[config.mk]
export PLATFORM = sky130hd
export DESIGN_NAME = key_press_event_classifier
export DESIGN_NICKNAME = d
export VERILOG_FILES = /design/src/rtl/kpec_pkg.sv /design/src/rtl/kpec_ctrl.sv /design/src/rtl/kpec_dp.sv /design/src/rtl/key_press_event_classifier.sv
export SDC_FILE = /design/constraint.sdc
export NUM_CORES = 1
export LEC_CHECK = 0
export BUFFER_PORTS_ARGS = -buffer_cell sky130_fd_sc_hd__buf_4
export CORE_MARGIN = 3
export CORE_UTILIZATION = 35
export CTS_BUF_LIST = sky130_fd_sc_hd__clkbuf_16
export CTS_CLUSTER_DIAMETER = 40
export DETAILED_ROUTE_END_ITERATION = 16
export PLACE_DENSITY = 0.55
export REMOVE_ABC_BUFFERS = 1
export SLEW_MARGIN = 15
export SYNTH_ARGS = -nofsm -noshare
export SYNTH_HDL_FRONTEND = slang
export SYNTH_SLANG_ARGS = --single-unit
[constraint.sdc]
create_clock -name clk -period 6.8 [get_ports clk]
set_clock_uncertainty 0.2 [all_clocks]
set_input_delay 0.34 -clock clk [delete_from_list [all_inputs] [get_ports clk]]
set_output_delay 0.34 -clock clk [all_outputs]
set_load 0.01 [all_outputs]
[src/rtl/kpec_pkg.sv]
`timescale 1ns / 1ps
// Shared constants, codes and controller/datapath link types for the key press
// event classifier. Used by the controller, datapath, top level and testbench; depends on nothing.
package kpec_pkg;

  localparam int RING_DEPTH = 8;
  localparam int RING_AW    = $clog2(RING_DEPTH);
  localparam int COUNT_W    = RING_AW + 1;

  localparam int NUM_KEYS   = 4;
  localparam int KEY_W      = 2;
  localparam int TICK_W     = 8;
  localparam int CODE_W     = 3;
  localparam int PEND_SLOTS = 3;

  // Operation codes carried on the input tuser.
  localparam logic [1:0] OP_TICK   = 2'd0;
  localparam logic [1:0] OP_POP    = 2'd1;
  localparam logic [1:0] OP_INJECT = 2'd2;

  // Key positions in the level vector.
  localparam logic [KEY_W-1:0] KEY_SET  = 2'd0;
  localparam logic [KEY_W-1:0] KEY_UP   = 2'd1;
  localparam logic [KEY_W-1:0] KEY_DOWN = 2'd2;
  localparam logic [KEY_W-1:0] KEY_BACK = 2'd3;

  // Event codes.
  localparam logic [CODE_W-1:0] EV_SET         = 3'd0;
  localparam logic [CODE_W-1:0] EV_UP          = 3'd1;
  localparam logic [CODE_W-1:0] EV_DOWN        = 3'd2;
  localparam logic [CODE_W-1:0] EV_SET_LONG    = 3'd3;
  localparam logic [CODE_W-1:0] EV_BACK        = 3'd4;
  localparam logic [CODE_W-1:0] EV_DOWN_REPEAT = 3'd5;
  localparam logic [CODE_W-1:0] EV_UP_REPEAT   = 3'd6;

  // Register indexes on the configuration port.
  localparam logic [1:0] REG_SHORT_HOLD      = 2'd0;
  localparam logic [1:0] REG_LONG_HOLD       = 2'd1;
  localparam logic [1:0] REG_REPEAT_START    = 2'd2;
  localparam logic [1:0] REG_REPEAT_INTERVAL = 2'd3;

  localparam logic [TICK_W-1:0] SHORT_HOLD_RESET      = 8'd3;
  localparam logic [TICK_W-1:0] LONG_HOLD_RESET       = 8'd10;
  localparam logic [TICK_W-1:0] REPEAT_START_RESET    = 8'd5;
  localparam logic [TICK_W-1:0] REPEAT_INTERVAL_RESET = 8'd2;

  typedef struct packed {
    logic             load_in;
    logic             eval;
    logic             push_pend;
    logic             push_inj;
    logic             pop_rd;
    logic             out_load;
    logic [KEY_W-1:0] key;
  } kpec_cmd_t;

  typedef struct packed {
    logic pend_any;
  } kpec_sts_t;

  function automatic logic [TICK_W-1:0] sat_inc(input logic [TICK_W-1:0] v);
    sat_inc = (v == {TICK_W{1'b1}}) ? v : v + 1'b1;
  endfunction

endpackage

[src/rtl/kpec_ctrl.sv]
`timescale 1ns / 1ps
// Sequencing controller: walks the four keys on a poll tick, drains pending
// events into the ring one per cycle, steps pops and injects and hands results
// to the output register. Depends on kpec_pkg.
module kpec_ctrl (
  input  logic                clk,
  input  logic                rst,
  input  logic                s_tvalid,
  output logic                s_tready,
  input  logic [1:0]          op_in,
  output logic                m_tvalid,
  input  logic                m_tready,
  input  kpec_pkg::kpec_sts_t sts,
  output kpec_pkg::kpec_cmd_t cmd
);

  localparam logic [2:0] ST_IDLE = 3'd0;
  localparam logic [2:0] ST_EVAL = 3'd1;
  localparam logic [2:0] ST_PUSH = 3'd2;
  localparam logic [2:0] ST_POP  = 3'd3;
  localparam logic [2:0] ST_INJ  = 3'd4;
  localparam logic [2:0] ST_DONE = 3'd5;

  logic [2:0]                 state, state_next;
  logic [kpec_pkg::KEY_W-1:0] key_idx, key_idx_next;
  logic                       accept;
  logic                       out_free;

  assign s_tready = (state == ST_IDLE);
  assign accept   = s_tvalid && s_tready;
  assign out_free = !m_tvalid || m_tready;

  always_comb begin
    state_next    = state;
    key_idx_next  = key_idx;
    cmd           = '0;
    cmd.key       = key_idx;
    cmd.load_in   = accept;
    case (state)
      ST_IDLE: begin
        if (accept) begin
          key_idx_next = '0;
          case (op_in)
            kpec_pkg::OP_TICK:   state_next = ST_EVAL;
            kpec_pkg::OP_POP:    state_next = ST_POP;
            kpec_pkg::OP_INJECT: state_next = ST_INJ;
            default:             state_next = ST_DONE;
          endcase
        end
      end
      ST_EVAL: begin
        cmd.eval   = 1'b1;
        state_next = ST_PUSH;
      end
      ST_PUSH: begin
        if (sts.pend_any) begin
          cmd.push_pend = 1'b1;
        end else if (key_idx == kpec_pkg::KEY_BACK) begin
          state_next = ST_DONE;
        end else begin
          key_idx_next = key_idx + 1'b1;
          state_next   = ST_EVAL;
        end
      end
      ST_POP: begin
        cmd.pop_rd = 1'b1;
        state_next = ST_DONE;
      end
      ST_INJ: begin
        cmd.push_inj = 1'b1;
        state_next   = ST_DONE;
      end
      ST_DONE: begin
        if (out_free) begin
          cmd.out_load = 1'b1;
          state_next   = ST_IDLE;
        end
      end
      default: state_next = ST_IDLE;
    endcase
  end

  always_ff @(posedge clk) begin
    if (rst) begin
      state    <= ST_IDLE;
      key_idx  <= '0;
      m_tvalid <= 1'b0;
    end else begin
      state   <= state_next;
      key_idx <= key_idx_next;
      if (cmd.out_load) begin
        m_tvalid <= 1'b1;
      end else if (m_tready) begin
        m_tvalid <= 1'b0;
      end
    end
  end

endmodule

[src/rtl/kpec_dp.sv]
`timescale 1ns / 1ps
// Datapath: configuration registers, per-key hold records, pending event
// slots, the event ring and the output payload register. Depends on kpec_pkg.
module kpec_dp (
  input  logic                               clk,
  input  logic                               rst,
  input  kpec_pkg::kpec_cmd_t                cmd,
  output kpec_pkg::kpec_sts_t                sts,
  input  logic [3:0]                         levels_in,
  input  logic [kpec_pkg::CODE_W-1:0]        inj_in,
  output logic                               out_event_valid,
  output logic [kpec_pkg::CODE_W-1:0]        out_event_code,
  output logic [2:0]                         out_queue_count,
  input  logic                               psel,
  input  logic                               penable,
  input  logic                               pwrite,
  input  logic [3:0]                         paddr,
  input  logic [31:0]                        pwdata,
  output logic [31:0]                        prdata
);

  localparam int TW = kpec_pkg::TICK_W;
  localparam int CW = kpec_pkg::CODE_W;
  localparam int AW = kpec_pkg::RING_AW;
  localparam int NW = kpec_pkg::COUNT_W;

  logic [TW-1:0] short_hold, long_hold, repeat_start, repeat_interval;

  logic [3:0]    levels;
  logic [CW-1:0] inj_code;

  logic          was_pressed [kpec_pkg::NUM_KEYS];
  logic [TW-1:0] hold_count  [kpec_pkg::NUM_KEYS];
  logic          short_done  [kpec_pkg::NUM_KEYS];
  logic          long_done   [kpec_pkg::NUM_KEYS];
  logic [TW-1:0] repeat_count[kpec_pkg::NUM_KEYS];

  logic [kpec_pkg::PEND_SLOTS-1:0] pend_valid;
  logic [CW-1:0]                   pend_code[kpec_pkg::PEND_SLOTS];

  logic [CW-1:0] ring_mem[kpec_pkg::RING_DEPTH];
  logic [AW-1:0] wr_pos, rd_pos;
  logic [CW-1:0] rd_data;
  logic          res_valid;

  // Configuration port.
  always_ff @(posedge clk) begin
    if (rst) begin
      short_hold      <= kpec_pkg::SHORT_HOLD_RESET;
      long_hold       <= kpec_pkg::LONG_HOLD_RESET;
      repeat_start    <= kpec_pkg::REPEAT_START_RESET;
      repeat_interval <= kpec_pkg::REPEAT_INTERVAL_RESET;
    end else if (psel && penable && pwrite) begin
      case (paddr[3:2])
        kpec_pkg::REG_SHORT_HOLD:      short_hold      <= pwdata[TW-1:0];
        kpec_pkg::REG_LONG_HOLD:       long_hold       <= pwdata[TW-1:0];
        kpec_pkg::REG_REPEAT_START:    repeat_start    <= pwdata[TW-1:0];
        kpec_pkg::REG_REPEAT_INTERVAL: repeat_interval <= pwdata[TW-1:0];
        default: ;
      endcase
    end
  end

  always_comb begin
    case (paddr[3:2])
      kpec_pkg::REG_SHORT_HOLD:      prdata = 32'(short_hold);
      kpec_pkg::REG_LONG_HOLD:       prdata = 32'(long_hold);
      kpec_pkg::REG_REPEAT_START:    prdata = 32'(repeat_start);
      kpec_pkg::REG_REPEAT_INTERVAL: prdata = 32'(repeat_interval);
      default:                       prdata = '0;
    endcase
  end

  always_ff @(posedge clk) begin
    if (cmd.load_in) begin
      levels   <= levels_in;
      inj_code <= inj_in;
    end
  end

  // Next record and up to three events for the key under evaluation.
  logic          n_was, n_sd, n_ld;
  logic [TW-1:0] n_hold, n_rc;
  logic [kpec_pkg::PEND_SLOTS-1:0] e_valid;
  logic [CW-1:0] e_code[kpec_pkg::PEND_SLOTS];
  logic          k_was, k_sd, k_ld;
  logic [TW-1:0] k_hold, k_rc;

  always_comb begin
    k_was  = was_pressed[cmd.key];
    k_hold = hold_count[cmd.key];
    k_sd   = short_done[cmd.key];
    k_ld   = long_done[cmd.key];
    k_rc   = repeat_count[cmd.key];
    n_was  = k_was;
    n_hold = k_hold;
    n_sd   = k_sd;
    n_ld   = k_ld;
    n_rc   = k_rc;
    e_valid = '0;
    for (int i = 0; i < kpec_pkg::PEND_SLOTS; i++) begin
      e_code[i] = '0;
    end
    if (levels[cmd.key]) begin
      if (!k_was) begin
        n_hold = TW'(1);
        n_sd   = 1'b0;
        n_ld   = 1'b0;
        n_rc   = '0;
      end else begin
        n_hold = kpec_pkg::sat_inc(k_hold);
      end
      n_was = 1'b1;
      if (!n_sd && n_hold >= short_hold && cmd.key != kpec_pkg::KEY_BACK) begin
        e_valid[0] = 1'b1;
        case (cmd.key)
          kpec_pkg::KEY_SET: e_code[0] = kpec_pkg::EV_SET;
          kpec_pkg::KEY_UP:  e_code[0] = kpec_pkg::EV_UP;
          default:           e_code[0] = kpec_pkg::EV_DOWN;
        endcase
        n_sd = 1'b1;
      end
      if ((cmd.key == kpec_pkg::KEY_SET || cmd.key == kpec_pkg::KEY_DOWN) &&
          !n_ld && n_hold >= long_hold) begin
        e_valid[1] = 1'b1;
        e_code[1]  = (cmd.key == kpec_pkg::KEY_SET) ? kpec_pkg::EV_SET_LONG
                                                    : kpec_pkg::EV_BACK;
        n_ld = 1'b1;
      end
      // Down stops repeating once its long hold has turned into back.
      if (((cmd.key == kpec_pkg::KEY_DOWN && !n_ld) || cmd.key == kpec_pkg::KEY_UP) &&
          n_hold >= repeat_start) begin
        n_rc = kpec_pkg::sat_inc(n_rc);
        if (n_rc >= repeat_interval) begin
          e_valid[2] = 1'b1;
          e_code[2]  = (cmd.key == kpec_pkg::KEY_DOWN) ? kpec_pkg::EV_DOWN_REPEAT
                                                       : kpec_pkg::EV_UP_REPEAT;
          n_rc = '0;
        end
      end
    end else if (k_was) begin
      case (cmd.key)
        kpec_pkg::KEY_SET: begin
          e_valid[0] = !k_ld && !k_sd;
          e_code[0]  = kpec_pkg::EV_SET;
        end
        kpec_pkg::KEY_UP: begin
          e_valid[0] = !k_sd;
          e_code[0]  = kpec_pkg::EV_UP;
        end
        kpec_pkg::KEY_DOWN: begin
          e_valid[0] = !k_ld && !k_sd;
          e_code[0]  = kpec_pkg::EV_DOWN;
        end
        default: begin
          e_valid[0] = 1'b1;
          e_code[0]  = kpec_pkg::EV_BACK;
        end
      endcase
      n_was  = 1'b0;
      n_hold = '0;
      n_sd   = 1'b0;
      n_ld   = 1'b0;
      n_rc   = '0;
    end
  end

  always_ff @(posedge clk) begin
    if (rst) begin
      for (int k = 0; k < kpec_pkg::NUM_KEYS; k++) begin
        was_pressed[k]  <= 1'b0;
        hold_count[k]   <= '0;
        short_done[k]   <= 1'b0;
        long_done[k]    <= 1'b0;
        repeat_count[k] <= '0;
      end
    end else if (cmd.eval) begin
      was_pressed[cmd.key]  <= n_was;
      hold_count[cmd.key]   <= n_hold;
      short_done[cmd.key]   <= n_sd;
      long_done[cmd.key]    <= n_ld;
      repeat_count[cmd.key] <= n_rc;
    end
  end

  // Pending slots drain lowest first, which keeps the event order of a key.
  logic [CW-1:0]                   sel_code;
  logic [kpec_pkg::PEND_SLOTS-1:0] sel_mask;

  always_comb begin
    sel_code = pend_code[2];
    sel_mask = 3'b100;
    if (pend_valid[0]) begin
      sel_code = pend_code[0];
      sel_mask = 3'b001;
    end else if (pend_valid[1]) begin
      sel_code = pend_code[1];
      sel_mask = 3'b010;
    end
  end

  always_ff @(posedge clk) begin
    if (rst) begin
      pend_valid <= '0;
    end else if (cmd.eval) begin
      pend_valid <= e_valid;
    end else if (cmd.push_pend) begin
      pend_valid <= pend_valid & ~sel_mask;
    end
  end

  always_ff @(posedge clk) begin
    if (cmd.eval) begin
      for (int i = 0; i < kpec_pkg::PEND_SLOTS; i++) begin
        pend_code[i] <= e_code[i];
      end
    end
  end

  // Event ring: one slot is kept free, and a push into a full ring drops the
  // oldest word.
  logic          push;
  logic [CW-1:0] push_code;
  logic [AW-1:0] wr_pos_next, rd_pos_inc;
  logic          ring_empty;
  logic [NW-1:0] count;

  assign push        = cmd.push_pend || cmd.push_inj;
  assign push_code   = cmd.push_inj ? inj_code : sel_code;
  assign wr_pos_next = (wr_pos == AW'(kpec_pkg::RING_DEPTH - 1)) ? '0 : wr_pos + 1'b1;
  assign rd_pos_inc  = (rd_pos == AW'(kpec_pkg::RING_DEPTH - 1)) ? '0 : rd_pos + 1'b1;
  assign ring_empty  = (wr_pos == rd_pos);
  assign count = (wr_pos >= rd_pos) ? ({1'b0, wr_pos} - {1'b0, rd_pos})
               : ({1'b0, wr_pos} + NW'(kpec_pkg::RING_DEPTH) - {1'b0, rd_pos});

  always_ff @(posedge clk) begin
    if (push) begin
      ring_mem[wr_pos] <= push_code;
    end
    if (cmd.pop_rd) begin
      rd_data <= ring_mem[rd_pos];
    end
  end

  always_ff @(posedge clk) begin
    if (rst) begin
      wr_pos    <= '0;
      rd_pos    <= '0;
      res_valid <= 1'b0;
    end else begin
      if (cmd.load_in) begin
        res_valid <= 1'b0;
      end
      if (push) begin
        wr_pos <= wr_pos_next;
        if (wr_pos_next == rd_pos) begin
          rd_pos <= rd_pos_inc;
        end
      end else if (cmd.pop_rd && !ring_empty) begin
        rd_pos    <= rd_pos_inc;
        res_valid <= 1'b1;
      end
    end
  end

  always_ff @(posedge clk) begin
    if (cmd.out_load) begin
      out_event_valid <= res_valid;
      out_event_code  <= res_valid ? rd_data : '0;
      out_queue_count <= 3'(count);
    end
  end

  assign sts.pend_any = |pend_valid;

endmodule

[src/rtl/key_press_event_classifier.sv]
`timescale 1ns / 1ps
// An undefined operation goes straight to the output step; a pop or an inject first
// reads from or writes to the ring, and a poll tick evaluates each key in turn and
// pushes its events one by one through the single ring write port.
// One word is in work at a time; the next is accepted once the result has moved to
// the output register, at the earliest in the cycle after. Reset (rst, synchronous)
// clears key records, ring pointers and handshakes and restores the register defaults.
module key_press_event_classifier (
  input  logic        clk,
  input  logic        rst,
  input  logic        s_tvalid,
  output logic        s_tready,
  input  logic [7:0]  s_tdata,   // key_levels[3:0], inject_code[6:4], zero [7]
  input  logic [1:0]  s_tuser,   // operation[1:0]
  output logic        m_tvalid,
  input  logic        m_tready,
  output logic [7:0]  m_tdata,   // event_code[2:0], queue_count[5:3], zero [7:6]
  output logic [0:0]  m_tuser,   // event_valid[0]
  input  logic        psel,
  input  logic        penable,
  input  logic        pwrite,
  input  logic [3:0]  paddr,
  input  logic [31:0] pwdata,
  output logic [31:0] prdata,
  output logic        pready
);

  kpec_pkg::kpec_cmd_t cmd;
  kpec_pkg::kpec_sts_t sts;
  logic                          ev_valid;
  logic [kpec_pkg::CODE_W-1:0]   ev_code;
  logic [2:0]                    q_count;

  assign pready  = 1'b1;
  assign m_tdata = {2'b00, q_count, ev_code};
  assign m_tuser = ev_valid;

  kpec_ctrl u_ctrl (
    .clk      (clk),
    .rst      (rst),
    .s_tvalid (s_tvalid),
    .s_tready (s_tready),
    .op_in    (s_tuser),
    .m_tvalid (m_tvalid),
    .m_tready (m_tready),
    .sts      (sts),
    .cmd      (cmd)
  );

  kpec_dp u_dp (
    .clk             (clk),
    .rst             (rst),
    .cmd             (cmd),
    .sts             (sts),
    .levels_in       (s_tdata[3:0]),
    .inj_in          (s_tdata[6:4]),
    .out_event_valid (ev_valid),
    .out_event_code  (ev_code),
    .out_queue_count (q_count),
    .psel            (psel),
    .penable         (penable),
    .pwrite          (pwrite),
    .paddr           (paddr),
    .pwdata          (pwdata),
    .prdata          (prdata)
  );

endmodule

After elaboration in Yosys (flattened, before gate mapping). Memory sizes are Yosys's and may differ from the RTL's. A register that Yosys moved wholly into a read port is not among the register bits. Cells that the tools add are included. W data, S select, Z words.

Add/subtract/negate cells: 8. $mul: 0. Divide/modulo/power cells: 0. Magnitude comparators: 6. Eq/ne operators: 25. Shift-type cells: 0. Mux-type cells: 114. Bitwise operators: 2. Reductions and logical operators: 45.

Operator list (number): $pmux W32 S4 (1); $mux W8 (14); $mux W3 (24); $mux W1 (47); $mux W2 (20); $ge A8 B8 Y1 (4); $pmux W3 S3 (2); $add A8 B1 Y8 const B (2); $eq A8 B8 Y1 const B (2); $reduce_or A8 Y1 (2); $pmux W3 S5 (1); $eq A3 B3 Y1 const B (4); $logic_and A1 B1 Y1 (11); $eq A2 B2 Y1 const B (5); $ne A2 B2 Y1 const B (5); $reduce_and A2 Y1 (5); $add A3 B1 Y3 const B (3); $pmux W2 S2 (2); $reduce_bool A2 Y1 (4); $logic_not A1 Y1 (7); $eq A2 B1 Y1 const B (3); $eq A3 B2 Y1 const B (2); $eq A3 B3 Y1 (2); $logic_not A2 Y1 (3); 18 further kinds (25).

Bits in registers: 62. Bits in latches: 0. Memory bits (writable): 109. Bits in read-only memories: 0. Input port bits: 53. Output and inout bits: 44. Logic and storage cells: 223. Memories kept: 7.

Memories: u_dp.hold_count (words 4, bits a word 8, rd ports 1, clocked after Yosys merged registers in 1, write ports 4, line kpec_dp.sv:33) `logic [TW-1:0] hold_count [kpec_pkg::NUM_KEYS];`; u_dp.repeat_count (words 4, bits a word 8, rd ports 1, clocked after Yosys merged registers in 1, write ports 4, line kpec_dp.sv:36) `logic [TW-1:0] repeat_count[kpec_pkg::NUM_KEYS];`; u_dp.ring_mem (words 8, bits a word 3, rd ports 1, clocked after Yosys merged registers in 1, write ports 1, line kpec_dp.sv:41) `logic [CW-1:0] ring_mem[kpec_pkg::RING_DEPTH];`; u_dp.pend_code (words 3, bits a word 3, rd ports 3, clocked after Yosys merged registers in 0, write ports 3, line kpec_dp.sv:39) `logic [CW-1:0] pend_code[kpec_pkg::PEND_SLOTS];`; u_dp.long_done (words 4, bits a word 1, rd ports 1, clocked after Yosys merged registers in 1, write ports 4, line kpec_dp.sv:35) `logic long_done [kpec_pkg::NUM_KEYS];`; u_dp.short_done (words 4, bits a word 1, rd ports 1, clocked after Yosys merged registers in 1, write ports 4, line kpec_dp.sv:34) `logic short_done [kpec_pkg::NUM_KEYS];`; +1 memories.

Depth between registers and ports, before layout.
Depth after elaboration: 15. Mapped depth: 18. Gate-level depth less buffers: 15.

Hierarchy. Synthesis repeated with hierarchy kept, for this count alone.

Cells, all modules: 860. Area total of the unflattened synthesis: 9507.9 sq um.

By module, submodules not included: kpec_dp (instances 1, cells an instance 802, area each 9075.0 sq um, seq. area each 4594.4 sq um); kpec_ctrl (instances 1, cells an instance 53, area each 402.9 sq um, seq. area each 120.1 sq um); key_press_event_classifier (instances 1, cells an instance 5, area each 30.0 sq um, seq. area each 0.0 sq um).

Worst setup path after synthesis. OpenSTA, ideal clock, no wires.

Kind: flip-flop to flip-flop. Start: register (tool-made name). End: memory u_dp.repeat_count[0][0] (netlist bit) (data pin). Library setup time: 0.266 ns. Data arrival time: 4.250 ns. Data required time: 6.334 ns. Setup slack: 2.085 ns. Stages on the path, launching flop included: 18. Buffers on the path: 3. Period minus slack after synthesis: 4.715 ns. Cells stage by stage: dfxtp_1 buf_6 buf_6 mux4_1 ha_1 and3_1 clkbuf_1 nand3_1 xor2_1 nor2_1 ha_1 nand2b_1 a2111oi_0 o2111ai_1 a221o_1 a21o_1 a221oi_2 nor2_1.

RTL lines (line): end: declaration (kpec_dp.sv:36).

==> impl_metrics.yaml <==
drt:
  viasPerCell: 5.07
  num_vias: 6046
  drc_errors: 0
  drtIter0Drc: 467
  wl_um: 20600
  dr.pass1.iters: 5
  wl_per_cell_um: 17.2
  detail-route-antenna-nets: 0
setup_path:
  crit_type: "flop to flop"
  cp_max_fo: 12
  crit_arrival_ns: 5.74
  start_kind: "flop"
  crit_required_ns: 6.78
  end_kind: "flop"
global_routing:
  met3_usage_pct: 2.45
  antenna_found_initial: 0
  grt_pass1_vias: 5926
  grt_first_pass_wirelength_um: 33000
  grt_start_max_net_pins: 54
  grt-ovfl-total: 0
  grt_util_all_layers_pct: 14.7
  busiest_layer: "met2"
  use_met1_pct: 21.1
  grtUsageMet2_pct: 23.3
sta:
  timing.final.crit_share_pct: 84.8
  whs_ns: 0.0254
  setup_viol: 0
  rsz0062_at_grt: "no"
  setup_tns_ns: 0
  drv_slew: 0
  worstMarginPinSlew_ns: 1.11
  final-hold-violation-count: 0
  fin_crit_ns: 5.77
  relSlewSlack_pct: 25.7
  fmax_ghz: 0.173
placement:
  gp_congestion: 0.754
  io_buffers: 42
  placed_area_um2: 9750
  dp_cells: 1146
  dp_hpwl_um: 14600
floorplanning:
  die_w_um: 168
  ios: 97
  fp.dieH_um: 168
  die_area_um2: 28400
  core.rowCount: 58
  initial_core_util_pct: 36.2
  coreArea_um2: 25500
clock_network:
  cts_resized: 0
  h-tree-depth: 4
  clockRootBuffer: "clkbuf_16"
  cts_tree: "built"
  clock_path_buffers: 2
  clkSinkCount: 175
  cts_buffers: 17
  cts.clk_slew.worst_paths_ns: 0.08
  clock_latency_ns: 0.43
yosys:
  syn_area_per_cell_um2: 11.4
  ys_ff_latch: 175
  synth_edf_count: 125
  synth-main-ff-cell: "edfxtp_1"
  yosysWarningCount: 0
  syn_inst: 809
  syn_area_um2: 9240
  yosysUniqueCellTypes: 57
  yosysSeqAreaShare_pct: 51.5
  synthArstFlopShare_pct: 0
pwr:
  intPower_w: 0.00189
  p_switching_w: 0.000745
  comb_power_share_pct: 14.7
  switching_share_pct: 28.3
  irDropWorstVdd_v: 0.000171
  clkPwrFrac_pct: 37.9
  power.density_nw_per_um2: 251
  pwr-share-seq_pct: 47.5
  p_leak_nw: 4.02
min_path:
  hold_class: "primary input to flop"
final_layout:
  diodes: 0
  syn_to_final_growth_pct: 13.7
  finalNonFillerCells: 1193
  drive_above_1_share_pct: 13.3
  final_nets: 951
  fill_cells: 2418
  finalInstanceArea_um2: 10500
status:
  status: "completed"
run:
  drv_cap: 0
==> worst max-delay path, cell delays in order (launching register included) <==
cell       delay (ns)
dfxtp_1          0.75
mux4_1           0.76
ha_1             0.27
and3_1           0.22
nand3_1          0.28
xor2_1           0.11
nor2_1           0.26
ha_1             0.29
nand2b_1         0.14
a2111oi_0        0.75
o2111ai_1        0.22
a221o_1          0.47
a21o_1           0.29
a22oi_1          0.43
nor2_1           0.09
==> state kept, by name, summed over array words and instances (netlist names), 4 cells and up, named ones only <==
signal,flops
u_dp.hold_count,32
u_dp.levels,4
u_dp.long_done,4
u_dp.long_hold,8
u_dp.pend_code,8
u_dp.repeat_count,32
u_dp.repeat_interval,8
u_dp.repeat_start,8
u_dp.ring_mem,24
u_dp.short_done,4
u_dp.short_hold,8
u_dp.was_pressed,4
==> path summary, 6_finish.rpt <==
path	slack, ns	cells past startpoint	from	end
setup / recovery	1.03	14	flop	u_dp.repeat_count[0][4]
hold / removal	0.03	3	m_tready	u_ctrl.m_tvalid
hold reg to reg	0.31	2	u_dp.pend_valid[2]	u_dp.pend_valid[2]
setup reg to reg	1.03	14	flop	u_dp.repeat_count[0][4]
==> through the flow <==
stage,util [%],power (W),setup WS [ns]
after floorplan,-,0.00152,1.89
after global placement,38.2,0.00165,1.02
after detailed placement,38.2,0.00166,0.948
after CTS,41.1,0.00266,0.925
after global routing,41.1,0.00276,0.559
final,41.1,0.00264,1.03
==> cell usage in the layout, fill, tap and decap left out, drive strengths merged, types with 3 or more instances in the layout <==
cell type,Yosys,final
a211o,10,10
a211oi,3,3
a21o,5,5
a21oi,32,32
a22oi,6,6
a31oi,4,4
and2,11,11
and3,10,10
buf,33,51
clkbuf,36,17
clkinv,0,8
conb,2,27
dfxtp,50,50
dlygate4sd3,0,15
edfxtp,125,125
ha,47,47
inv,46,52
mux2,10,10
mux2i,37,37
mux4,33,33
nand2,39,39
nand2b,10,10
nand3,9,9
nand4,5,5
nor2,145,145
nor2b,7,7
nor3,18,18
nor3b,5,5
nor4,3,3
o2111ai,3,3
o21a,6,6
o21ai,18,18
or3,10,10
xnor2,6,6
xor2,3,3
==> metal layers <==
metal  vias to the layer above  part of all wire (%)
li1                       2962                     -
met1                      2939                    49
met2                       129                    47
met3                        16                   3.7
met4                         0                   1.0
met5                         -                     0
==> Yosys cell counts (all sizes together) (2+ instances only) <==
library cell	number	area, µm²
nor2	145	544
edfxtp	125	3750
dfxtp	50	1000
ha	47	588
inv	46	173
nand2	39	146
mux2i	37	370
clkbuf	36	135
buf	33	243
mux4	33	807
a21oi	32	160
nor3	18	90.1
o21ai	18	90.1
and2	11	68.8
a211o	10	87.6
and3	10	63.8
mux2	10	113
nand2b	10	62.6
or3	10	62.6
nand3	9	45.0
nor2b	7	43.8
a22oi	6	45.0
o21a	6	45.0
xnor2	6	52.6
a21o	5	37.5
nand4	5	31.3
nor3b	5	48.8
a31oi	4	25.0
a211oi	3	22.5
nor4	3	18.8
o2111ai	3	26.3
xor2	3	26.3
a2111oi	2	17.5
a221o	2	20.0
a221oi	2	23.8
a2bb2oi	2	17.5
a31o	2	17.5
conb	2	7.51
or2	2	12.5
==> repair_timing <==
| item | in CTS | in global routing |
|---|---|---|
| buffers inserted | 0 | 0 |
| hold buffers | 15 | 0 |
| setup endpoints to repair | 0 | 0 |
| hold endpoints to repair | 35 | 0 |
==> layout make-up <==
class / count / area [µm²] / share of cell area [%]
Multi-Input combinational cell: 544 / 4030 / 38.3
Inverter: 46 / 173 / 1.64
Timing Repair Buffer: 66 / 533 / 5.07
Sequential cell: 175 / 4750 / 45.3
Tap cell: 330 / 413 / 3.93
Clock inverter: 15 / 180 / 1.71
Clock buffer: 17 / 425 / 4.05
==> power by group through the flow <==
stage / Combinational [W] / Sequential, W / Clock, W
after global routing: 0.000436 / 0.00126 / 0.00106
after floorplan: 0.000255 / 0.00127 / 0
final: 0.000386 / 0.00125 / 0.000998
after CTS: 0.000391 / 0.00125 / 0.00102
after global placement: 0.000379 / 0.00127 / 0
after detailed placement: 0.000383 / 0.00128 / 0
==> cells by family (layout without fill, tap and decap cells) <==
logic type | Yosys count | count (layout) | share of synthesized area [%]
simple gates | 275 | 275 | 13.5
flops | 175 | 175 | 51.5
buf+inv | 115 | 144 | 5.96
compound gates | 105 | 105 | 7.60
mux | 80 | 80 | 14.0
fa+ha+maj | 48 | 48 | 6.58
xor+xnor | 9 | 9 | 0.853
other cells | 2 | 27 | 0.0813
(Power assumes the default switching activity.)
